<file path="src/rtl/assert_macros.svh">
// assertion macros for the rtl, compiled out when NO_ASSERTIONS is set
`ifndef ASSERT_MACROS_SVH
`define ASSERT_MACROS_SVH

`ifndef NO_ASSERTIONS

// condition holds on every clock out of reset
`define ASSERT_ALWAYS(label, clk, rst_n, cond, msg) \
    label: assert property (@(posedge clk) disable iff (!(rst_n)) (cond)) else $error(msg);

// consequent holds in the same cycle as the antecedent
`define ASSERT_IMPLY(label, clk, rst_n, ante, cons, msg) \
    label: assert property (@(posedge clk) disable iff (!(rst_n)) (ante) |-> (cons)) \
        else $error(msg);

// consequent holds in the cycle after the antecedent
`define ASSERT_NEXT(label, clk, rst_n, ante, cons, msg) \
    label: assert property (@(posedge clk) disable iff (!(rst_n)) (ante) |=> (cons)) \
        else $error(msg);

`else

`define ASSERT_ALWAYS(label, clk, rst_n, cond, msg)
`define ASSERT_IMPLY(label, clk, rst_n, ante, cons, msg)
`define ASSERT_NEXT(label, clk, rst_n, ante, cons, msg)

`endif

`endif

</file>
<file path="src/rtl/hahe_pkg.sv">
// types and constants of the html anchor href extractor
package hahe_pkg;

    localparam int WIN_DEPTH = 5;
    localparam int FILL_W    = 3;
    localparam int MAX_LINKS = 128;
    localparam int LINK_NUM_W = 7;

    // result queue
    localparam int RQ_DEPTH = 4;
    localparam int RQ_PTR_W = 2;
    localparam int RQ_CNT_W = 3;

    // skip count loaded at the 'h' of href=: r, e, f and = are skipped, an opening quote dropped
    localparam logic [2:0] SKIP_HREF = 3'd5;

    localparam logic [7:0] CH_NUL    = 8'h00;
    localparam logic [7:0] CH_LT     = 8'h3C;
    localparam logic [7:0] CH_GT     = 8'h3E;
    localparam logic [7:0] CH_EQ     = 8'h3D;
    localparam logic [7:0] CH_SP     = 8'h20;
    localparam logic [7:0] CH_SLASH  = 8'h2F;
    localparam logic [7:0] CH_DQUOTE = 8'h22;
    localparam logic [7:0] CH_SQUOTE = 8'h27;
    localparam logic [7:0] CH_CASE   = 8'h20;
    localparam logic [7:0] CH_A      = 8'h61;
    localparam logic [7:0] CH_H      = 8'h68;
    localparam logic [7:0] CH_R      = 8'h72;
    localparam logic [7:0] CH_E      = 8'h65;
    localparam logic [7:0] CH_F      = 8'h66;

    typedef struct packed {
        logic [7:0] page_byte;
        logic       page_last;
    } t_page_item;

    typedef struct packed {
        logic [LINK_NUM_W-1:0] link_number;
        logic [7:0]            link_byte;
        logic                  byte_valid;
        logic                  link_end;
        logic                  page_done;
    } t_link_item;

endpackage

</file>
<file path="src/rtl/html_anchor_href_extractor.sv">
// Html anchor href extractor: one page byte in, link bytes and link/page markers out.
// Results are written into the result queue; the output shows its head entry.
// Throughput: one byte per cycle while the result queue has room; after a page-end byte
// the input is held while the window unit flushes, one position per cycle with queue room.
// The four-entry result queue holds the input while fewer than two entries are free.
// Reset (i_rst_n low, synchronous) clears the window, scan state and result queue.
`include "assert_macros.svh"

module html_anchor_href_extractor
    import hahe_pkg::*;
#(
    parameter int MAX_LINK_LEN = 128
) (
    input  logic       i_clk,
    input  logic       i_rst_n,
    input  logic       i_in_valid,
    input  t_page_item i_in_data,
    output logic       o_in_stall,
    output logic       o_out_valid,
    output t_link_item o_out_data,
    input  logic       i_out_stall
);

    localparam int LEN_W = $clog2(MAX_LINK_LEN);
    localparam logic [LEN_W-1:0] LEN_LIMIT = LEN_W'(MAX_LINK_LEN - 1);
    localparam logic [LINK_NUM_W-1:0] LINK_LIMIT = LINK_NUM_W'(MAX_LINKS - 1);

    function automatic logic is_quote(input logic [7:0] c);
        is_quote = (c == CH_DQUOTE) || (c == CH_SQUOTE);
    endfunction

    // case-insensitive letter match, lower holds the lower-case code
    function automatic logic ci_eq(input logic [7:0] c, input logic [7:0] lower);
        ci_eq = ((c | CH_CASE) == lower);
    endfunction

    function automatic t_link_item make_res(input logic [LINK_NUM_W-1:0] num,
                                            input logic [7:0] b, input logic bv,
                                            input logic le, input logic pd);
        t_link_item r;
        r.link_number = num;
        r.link_byte   = b;
        r.byte_valid  = bv;
        r.link_end    = le;
        r.page_done   = pd;
        make_res = r;
    endfunction

    // scan state
    logic [7:0]            r_win [WIN_DEPTH];
    logic [7:0]            n_win [WIN_DEPTH];
    logic [FILL_W-1:0]     r_fill, n_fill;
    logic                  r_ia, n_ia;
    logic                  r_cap, n_cap;
    logic [2:0]            r_skip, n_skip;
    logic [LEN_W-1:0]      r_cil, n_cil;
    logic [LINK_NUM_W-1:0] r_links, n_links;
    logic                  r_stop, n_stop;
    logic                  r_flush, n_flush;

    // result queue
    t_link_item            r_mem [RQ_DEPTH];
    logic [RQ_PTR_W-1:0]   r_wr_ptr, n_wr_ptr;
    logic [RQ_PTR_W-1:0]   r_rd_ptr, n_rd_ptr;
    logic [RQ_CNT_W-1:0]   r_count, n_count;

    logic                  in_accept;
    logic                  in_end;
    logic                  flush_step;
    logic                  do_exam;
    logic                  pop;
    logic [7:0]            exam_win [WIN_DEPTH];
    logic                  exam_go;
    logic                  anchor_now;
    logic [LEN_W-1:0]      cil_inc;
    logic [LINK_NUM_W-1:0] links_inc;
    logic                  push0, push1;
    t_link_item            res0, res1;

    assign o_in_stall  = r_flush || (r_count > RQ_CNT_W'(RQ_DEPTH - 2));
    assign in_accept   = i_in_valid && !o_in_stall;
    assign in_end      = (i_in_data.page_byte == CH_NUL) || i_in_data.page_last;
    assign flush_step  = r_flush && (r_count <= RQ_CNT_W'(RQ_DEPTH - 2));
    assign do_exam     = (in_accept && !in_end && (r_fill == FILL_W'(WIN_DEPTH - 1)))
                       || (flush_step && (r_fill != '0));
    assign o_out_valid = (r_count != '0);
    assign o_out_data  = r_mem[r_rd_ptr];
    assign pop         = o_out_valid && !i_out_stall;
    assign cil_inc     = r_cil + LEN_W'(1);
    assign links_inc   = r_links + LINK_NUM_W'(1);

    // examined view: while streaming, the new byte is the last lookahead position
    always_comb begin
        for (int k = 0; k < WIN_DEPTH - 1; k++) begin
            exam_win[k] = r_win[k];
        end
        exam_win[WIN_DEPTH-1] = r_flush ? r_win[WIN_DEPTH-1] : i_in_data.page_byte;
    end

    always_comb begin
        n_win    = r_win;
        n_fill   = r_fill;
        n_ia     = r_ia;
        n_cap    = r_cap;
        n_skip   = r_skip;
        n_cil    = r_cil;
        n_links  = r_links;
        n_stop   = r_stop;
        n_flush  = r_flush;
        push0    = 1'b0;
        push1    = 1'b0;
        res0     = make_res(r_links, CH_NUL, 1'b0, 1'b1, 1'b0);
        res1     = make_res(r_links, CH_NUL, 1'b0, 1'b1, 1'b0);
        exam_go  = 1'b0;
        anchor_now = r_ia;

        // examine the byte leaving the window
        if (do_exam && !r_stop) begin
            if (r_skip > 3'd1) begin
                n_skip = r_skip - 3'd1;
            end else begin
                exam_go = 1'b1;
                if (r_skip == 3'd1) begin
                    n_skip = 3'd0;
                    if (!r_cap || is_quote(exam_win[0])) begin
                        exam_go = 1'b0;
                    end
                end
                if (exam_go) begin
                    if (r_cap) begin
                        if (is_quote(exam_win[0]) || (exam_win[0] == CH_GT) ||
                            (exam_win[0] == CH_SP)) begin
                            push0   = 1'b1;
                            n_cap   = 1'b0;
                            n_cil   = '0;
                            n_links = links_inc;
                            n_stop  = (links_inc >= LINK_LIMIT);
                        end else begin
                            push0 = 1'b1;
                            res0  = make_res(r_links, exam_win[0], 1'b1, 1'b0, 1'b0);
                            n_cil = cil_inc;
                            // truncation: close the link and drop the next byte
                            if (cil_inc >= LEN_LIMIT) begin
                                push1   = 1'b1;
                                n_cap   = 1'b0;
                                n_cil   = '0;
                                n_links = links_inc;
                                n_stop  = (links_inc >= LINK_LIMIT);
                                n_skip  = 3'd1;
                            end
                        end
                    end else begin
                        if ((exam_win[0] == CH_LT) && !r_ia &&
                            (ci_eq(exam_win[1], CH_A) ||
                             ((exam_win[1] == CH_SP) && ci_eq(exam_win[2], CH_A)))) begin
                            anchor_now = 1'b1;
                        end
                        if ((exam_win[0] == CH_LT) && (exam_win[1] == CH_SLASH) &&
                            ci_eq(exam_win[2], CH_A) && (exam_win[3] == CH_GT)) begin
                            anchor_now = 1'b0;
                        end
                        n_ia = anchor_now;
                        if (anchor_now && ci_eq(exam_win[0], CH_H) &&
                            ci_eq(exam_win[1], CH_R) && ci_eq(exam_win[2], CH_E) &&
                            ci_eq(exam_win[3], CH_F) && (exam_win[4] == CH_EQ)) begin
                            n_cap  = 1'b1;
                            n_cil  = '0;
                            n_skip = SKIP_HREF;
                        end
                    end
                end
            end
        end

        // window movement
        if (in_accept) begin
            if (!in_end && (r_fill == FILL_W'(WIN_DEPTH - 1))) begin
                for (int k = 0; k < WIN_DEPTH - 1; k++) begin
                    n_win[k] = exam_win[k+1];
                end
                n_win[WIN_DEPTH-1] = CH_NUL;
            end else if (i_in_data.page_byte != CH_NUL) begin
                for (int k = 0; k < WIN_DEPTH; k++) begin
                    if (FILL_W'(k) == r_fill) begin
                        n_win[k] = i_in_data.page_byte;
                    end
                end
                n_fill = r_fill + FILL_W'(1);
            end
            if (in_end) begin
                n_flush = 1'b1;
            end
        end else if (flush_step) begin
            if (r_fill != '0) begin
                for (int k = 0; k < WIN_DEPTH - 1; k++) begin
                    n_win[k] = r_win[k+1];
                end
                n_win[WIN_DEPTH-1] = CH_NUL;
                n_fill = r_fill - FILL_W'(1);
            end else begin
                // page end: close an open link, report, then start over
                push0 = 1'b1;
                if (r_cap && !r_stop) begin
                    push1 = 1'b1;
                    res1  = make_res(links_inc, CH_NUL, 1'b0, 1'b0, 1'b1);
                end else begin
                    res0  = make_res(r_links, CH_NUL, 1'b0, 1'b0, 1'b1);
                end
                n_ia    = 1'b0;
                n_cap   = 1'b0;
                n_skip  = 3'd0;
                n_cil   = '0;
                n_links = '0;
                n_stop  = 1'b0;
                n_flush = 1'b0;
            end
        end
    end

    always_comb begin
        n_wr_ptr = r_wr_ptr + RQ_PTR_W'(push0) + RQ_PTR_W'(push1);
        n_rd_ptr = r_rd_ptr + RQ_PTR_W'(pop);
        n_count  = r_count + RQ_CNT_W'(push0) + RQ_CNT_W'(push1) - RQ_CNT_W'(pop);
    end

    always_ff @(posedge i_clk) begin
        if (!i_rst_n) begin
            for (int k = 0; k < WIN_DEPTH; k++) begin
                r_win[k] <= CH_NUL;
            end
            r_fill   <= '0;
            r_ia     <= 1'b0;
            r_cap    <= 1'b0;
            r_skip   <= 3'd0;
            r_cil    <= '0;
            r_links  <= '0;
            r_stop   <= 1'b0;
            r_flush  <= 1'b0;
            r_wr_ptr <= '0;
            r_rd_ptr <= '0;
            r_count  <= '0;
        end else begin
            r_win    <= n_win;
            r_fill   <= n_fill;
            r_ia     <= n_ia;
            r_cap    <= n_cap;
            r_skip   <= n_skip;
            r_cil    <= n_cil;
            r_links  <= n_links;
            r_stop   <= n_stop;
            r_flush  <= n_flush;
            r_wr_ptr <= n_wr_ptr;
            r_rd_ptr <= n_rd_ptr;
            r_count  <= n_count;
        end
    end

    // result queue storage, up to two writes per cycle
    always_ff @(posedge i_clk) begin
        if (push0) begin
            r_mem[r_wr_ptr] <= res0;
        end
        if (push1) begin
            r_mem[r_wr_ptr + RQ_PTR_W'(1)] <= res1;
        end
    end

    `ASSERT_ALWAYS(a_rq_no_overflow, i_clk, i_rst_n, r_count <= RQ_CNT_W'(RQ_DEPTH), "result queue overflow")
    `ASSERT_ALWAYS(a_fill_in_range, i_clk, i_rst_n, r_fill <= FILL_W'(WIN_DEPTH), "window fill out of range")
    `ASSERT_IMPLY(a_idle_len_zero, i_clk, i_rst_n, !r_cap, r_cil == '0, "link length set while not capturing")
    `ASSERT_IMPLY(a_stop_no_cap, i_clk, i_rst_n, r_stop, !r_cap, "capturing after link limit")
    `ASSERT_NEXT(a_flush_ends, i_clk, i_rst_n, flush_step && (r_fill == '0), !r_flush, "page flush did not finish")
    `ASSERT_IMPLY(a_out_one_kind, i_clk, i_rst_n, o_out_valid, $onehot({o_out_data.byte_valid, o_out_data.link_end, o_out_data.page_done}), "result carries not exactly one kind")

endmodule

</file>
<file path="config.mk">
export PLATFORM = sky130hd
export DESIGN_NAME = html_anchor_href_extractor
export DESIGN_NICKNAME = d
export VERILOG_FILES = /design/src/rtl/hahe_pkg.sv /design/src/rtl/html_anchor_href_extractor.sv
export VERILOG_INCLUDE_DIRS = /design/src /design/src/rtl
export SDC_FILE = /design/constraint.sdc
export NUM_CORES = 1
export LEC_CHECK = 0
export BUFFER_PORTS_ARGS = -buffer_cell sky130_fd_sc_hd__buf_2
export CAP_MARGIN = 20
export CELL_PAD_IN_SITES_DETAIL_PLACEMENT = 0
export CELL_PAD_IN_SITES_GLOBAL_PLACEMENT = 1
export CORE_MARGIN = 5
export CORE_UTILIZATION = 43
export CTS_CLUSTER_DIAMETER = 50
export CTS_CLUSTER_SIZE = 10
export DETAILED_ROUTE_END_ITERATION = 16
export GPL_TIMING_DRIVEN = 0
export HOLD_SLACK_MARGIN = 0.08
export PLACE_DENSITY_LB_ADDON = 0.15
export SYNTH_ARGS = -nofsm -noshare
export SYNTH_HDL_FRONTEND = slang
export SYNTH_SLANG_ARGS = --single-unit
</file>
<file path="constraint.sdc">
create_clock -name i_clk -period 3 [get_ports i_clk]
set_input_delay 0.15 -clock i_clk [delete_from_list [all_inputs] [get_ports i_clk]]
set_output_delay 0.15 -clock i_clk [all_outputs]
set_load 0.005 [all_outputs]
</file>
# Word-level counts from Yosys, hierarchy flattened
# Memory sizes are Yosys's and may differ from the RTL's. A register that Yosys moved wholly into a read port is not among the register bits.
# Index checks and enable logic that the tools add are counted.
# word_totals
reg_bits	71
ram_bits	72
in_bits	13
output_inout_bits	20
n_memories	1
# classes
addsub	12
order_cmp	5
eq_ne	31
muxes	121
n_reduce_logical	48
# memory_table
name	words	word_bits	read_ports	rd_ports_with_merged_regs	write_ports	line	source
r_mem	4	18	1	1	2	html_anchor_href_extractor.sv:62	t_link_item r_mem [RQ_DEPTH];
# ops
cell	n
40-bit 2-to-1 mux	5
7-bit 2-to-1 mux	19
11-bit 2-to-1 mux	9
8-bit by 6-bit == test with 1-bit output (second input constant)	9
18-bit 2-to-1 mux	4
1-bit 2-to-1 mux	61
3-bit 2-to-1 mux	16
8-bit 2-to-1 mux	6
7-bit by 6-bit == test with 1-bit output (second input constant)	6
4-bit AND reduction	6
1-bit logical AND	20
3-bit by 1-bit inequality test with 1-bit output (second input constant)	6
7-bit by 1-bit adder with 7-bit output (second input constant)	2
7-bit >= comparator (second input constant)	2
8-bit zero test	1
1-bit logical OR	8
8-bit nonzero test	1
2-bit by 1-bit adder with 2-bit output	3
3-bit by 1-bit adder with 3-bit output	2
2-bit by 3-bit == test with 1-bit output (first input constant)	2
1-bit zero test	6
3-bit nonzero test	2
3-bit by 1-bit subtractor with 3-bit output (second input constant)	2
2-bit by 1-bit inequality test with 1-bit output (second input constant)	2
15 further kinds	17

# Logic depth before layout (Yosys ltp)
# logic_depth
word_depth	25
mapped_depth	13
depth_no_buf	13

# Worst setup path after synthesis
# OpenSTA, ideal clock, no wires.
# synth_path
path_kind	register -> register
start	register r_cil[0]
end	memory r_mem[3][0] (netlist bit) (enable)
setup_ns	0.387
arrival_ns	2.759
required_time_ns	2.613
slack_ns	-0.146
stages_incl_launch_ff	10
n_path_buf	1
synth_period_minus_slack_ns	3.146
path_cell_list	dfxtp_1 -> inv_1 -> ha_1 -> o21ba_2 -> nor3_1 -> o211ai_1 -> nor4_4 -> buf_4 -> nor2_1 -> o21ai_0
# synth_rtl
element	line	source
start: declaration	html_anchor_href_extractor.sv:56	logic [LEN_W-1:0] r_cil, n_cil;
start signal: assignment	html_anchor_href_extractor.sv:248	r_cil <= n_cil;
end: declaration	html_anchor_href_extractor.sv:62	

==> flow_metrics.tcl <==
set metrics [dict create \
    status "finished clean" \
    fin_worst_skew_ns 0.00907 \
    nFillCells 1621 \
    whs_ns 0.130 \
    hold_start "i_in_data[0]" \
    cp.arrival_ns 3.10 \
    cts_root_buf "clkbuf_16" \
    ys_ff_latch 143 \
    ir_worst_vdd_uv 412 \
    fmax_mhz 347 \
    r2r-start "r_fill[1]" \
    design_area_mm2 0.00895 \
    numPortBuffers 32 \
    required_ns 3.21 \
    rsz0062_at_grt "true" \
    r2r_setup_slack_ns 0.12 \
    fin_cells 1135 \
    total_leakage_power_nw 3.06 \
    yosysMostFrequentCell "dfxtp_1" \
    routedWlPerCell_um 19.8 \
    grt_pass1_wl_mm 35.6 \
    holdPathStages 3 \
    setup_viol 0 \
    syn_avg_cell_area_um2 9.16 \
    routed_wl_mm 22.5 \
    start_util_pct 43.7 \
    maxSlewHeadroom_pct 33.4 \
    slowest_delay_ns 0.38 \
    hold_viol 0 \
    antenna_found_initial 0 \
    track_usage_pct 22.4 \
    post_dp_cell_area_mm2 0.00800 \
    routed_via_density 6.00 \
    holdPathEnd "r_flush" \
    hpwl_mm 16.2 \
    tns_ns 0 \
    cts_tree "done" \
    post-route-min-period_ns 2.88 \
    grt.overflow.total 0 \
    gp_congestion 0.935 \
    final_max_slew_viol_count 0 \
    cap_violations 0 \
    dieArea_mm2 0.0203 \
    clkTransAtPathRegs_ns 0.07 \
    ys_seq_area_share_pct 42.8 \
    drc 0 \
    io_pins 33 \
    drive_gt1_share_pct 18.9 \
    synth.top_cell.area_share_pct 28.4 \
    path_max_fanout 10 \
    ys_types 71 \
    worstSkewPairLatency_ns 0.43 \
    p_per_area_mw_per_mm2 717 \
    worstReg2RegEnd "r_mem[1][1]" \
    cts_sinks 143 \
    critPathKind "reg2reg" \
    syn-num-nets 854 \
    cts_buffers 17 \
    synth_edf_count 36 \
    grt_max_degree 17 \
    syn_area_mm2 0.00754 \
    yosysTopAreaCell "dfxtp_1" \
    area_delta_synth_final_pct 18.7 \
    synthTopCellsByCount "dfxtp_1, nand2_1, a21oi_1" \
    vias 6805 \
    period_share_pct 96.1 \
    hp-class "in2reg" \
    core_region_area_mm2 0.0172 \
    reg2reg_depth 10 \
    cp_cell_sequence "inv_2 > ha_4 > nand2_1 > a211o_1 > o31a_1 > buf_4 > or3_1 > clkbuf_1 > buf_2 > o32ai_1" \
    crit_path_end_kind "register" \
    diodes 0 \
    yosys_warnings 0 \
    start_kind "register" \
    detail-route-antenna-nets 0 \
    dr.first_iter.drc_count 471 \
    die_h_um 142 \
    num-nets-final 928 \
    tightest_slew_ns 0.991 \
    power_mw 6.41 \
    cp_slowest_cell "o32ai_1" \
    synthArstFlopShare_pct 0 \
    die_x_um 142 \
    ctsLongestPathBuffers 2 \
    dr.pass1.iters 5 \
    cts_max_level 4 \
    synth_flop_cell "dfxtp_1" \
    syn_inst 823 \
    dpl.cell_count 1082 \
    synth_area_leaders "dfxtp_1, edfxtp_1, mux4_2, a21oi_1, nand2_1" \
    grt_pass1_vias 6602 \
    std_cell_rows 48 \
]
## worst max path at each step
| stage | start | end | depth (start not counted) | slack [ns] |
|---|---|---|---|---|
| floorplan | r_cil[0] | r_mem[3][0] | 9 | -0.12 |
| detailed placement | r_count[1] | r_mem[0][16] | 8 | -0.82 |
| global placement | r_cil[0] | r_mem[3][16] | 9 | -1.06 |
| CTS | r_fill[1] | r_count[1] | 12 | 0.002 |
| global route | r_count[1] | r_count[1] | 12 | -0.01 |
| finish | r_fill[1] | r_mem[1][1] | 10 | 0.12 |
## worst max-delay path: cells and delay by family, from the launching register on
kind                       cells  cell delay, ns
adders and majority gates      1            0.14
buffers and inverters          4            0.71
and+or+nand+nor                2            0.47
DFF                            1            0.35
AOI/OAI and AO/OA              3            0.99
## routing by layer
| layer | track usage [%] | wire [µm] |
|---|---|---|
| met3 | 3.73 | 1060 |
| met2 | 38.2 | 11100 |
| met4 | 9.55 | 731 |
| met1 | 28.1 | 9590 |
| met5 | 0 | 0 |
## registers in the layout, summed over array words and instances (netlist names)
name,count
r_win,8
r_flush,1
r_rd_ptr,2
r_count,3
r_mem,72
r_cil,7
r_cap,1
r_wr_ptr,2
r_fill,3
r_ia,1
r_links,7
exam_win,32
r_stop,1
r_skip,3
## metrics by stage
step | utilization [%] | worst slack [ns]
global route | 51.9 | -0.0116
global placement | 46.3 | -1.06
detailed placement | 46.4 | -0.819
CTS | 51.4 | 0.00211
finish | 51.9 | 0.117
floorplan | - | -0.124
## power by group
group	leakage, nW	total [mW]	internal, mW	switching, mW
Sequential	1.18	2.50	2.21	0.292
Clock	0.288	2.12	1.15	0.961
Combinational	1.59	1.80	0.725	1.07
Total	3.06	6.41	4.09	2.33
## cells in the final DEF, fill, tap and decap left out, types with 11 or more instances in the layout
cell,count
a211oi_1,24
a21oi_1,66
a31o_2,16
buf_2,41
buf_4,20
clkbuf_1,35
clkbuf_16,18
dfxtp_1,104
edfxtp_1,36
ha_1,11
inv_1,32
mux2i_1,12
mux4_2,18
nand2_1,81
nand3_1,26
nand4_1,12
nor2_1,63
nor3_1,25
o211ai_1,18
o21ai_0,17
o22ai_1,23
or3_1,14
## cell families (layout without fill, tap and decap cells)
family	count (synthesis)	after routing	share of synthesized area, %
DFF	143	143	42.8
xor gates and xnor gates	12	12	1.39
AOI/OAI and AO/OA	231	231	20.8
muxes	30	30	6.97
adders and majority gates	18	18	3.29
and+or+nand+nor	296	296	19.9
buffers and inverters	93	180	4.90
## timing repair
| action | 4_1_cts | 5_1_grt |
|---|---|---|
| buffers inserted | 11 | 5 |
| endpoints found under the hold margin | 11 | 0 |
| endpoints found under the setup margin | 67 | 37 |
| cloned | 0 | 0 |
| hold buffers | 9 | 0 |
| resized for setup | 30 | 18 |
| pin swaps | 9 | 5 |
## cell type report
type | count | area, µm² | area share [%]
Buffer | 54 | 236 | 2.64
Clock buffer | 18 | 450 | 5.03
Clock inverter | 14 | 139 | 1.55
Inverter | 35 | 134 | 1.50
Multi-Input combinational cell | 587 | 4090 | 45.7
Sequential cell | 143 | 3230 | 36.1
Tap cell | 225 | 282 | 3.15
Timing Repair Buffer | 59 | 385 | 4.31
No activity file was read; power rests on OpenSTA's default activity.
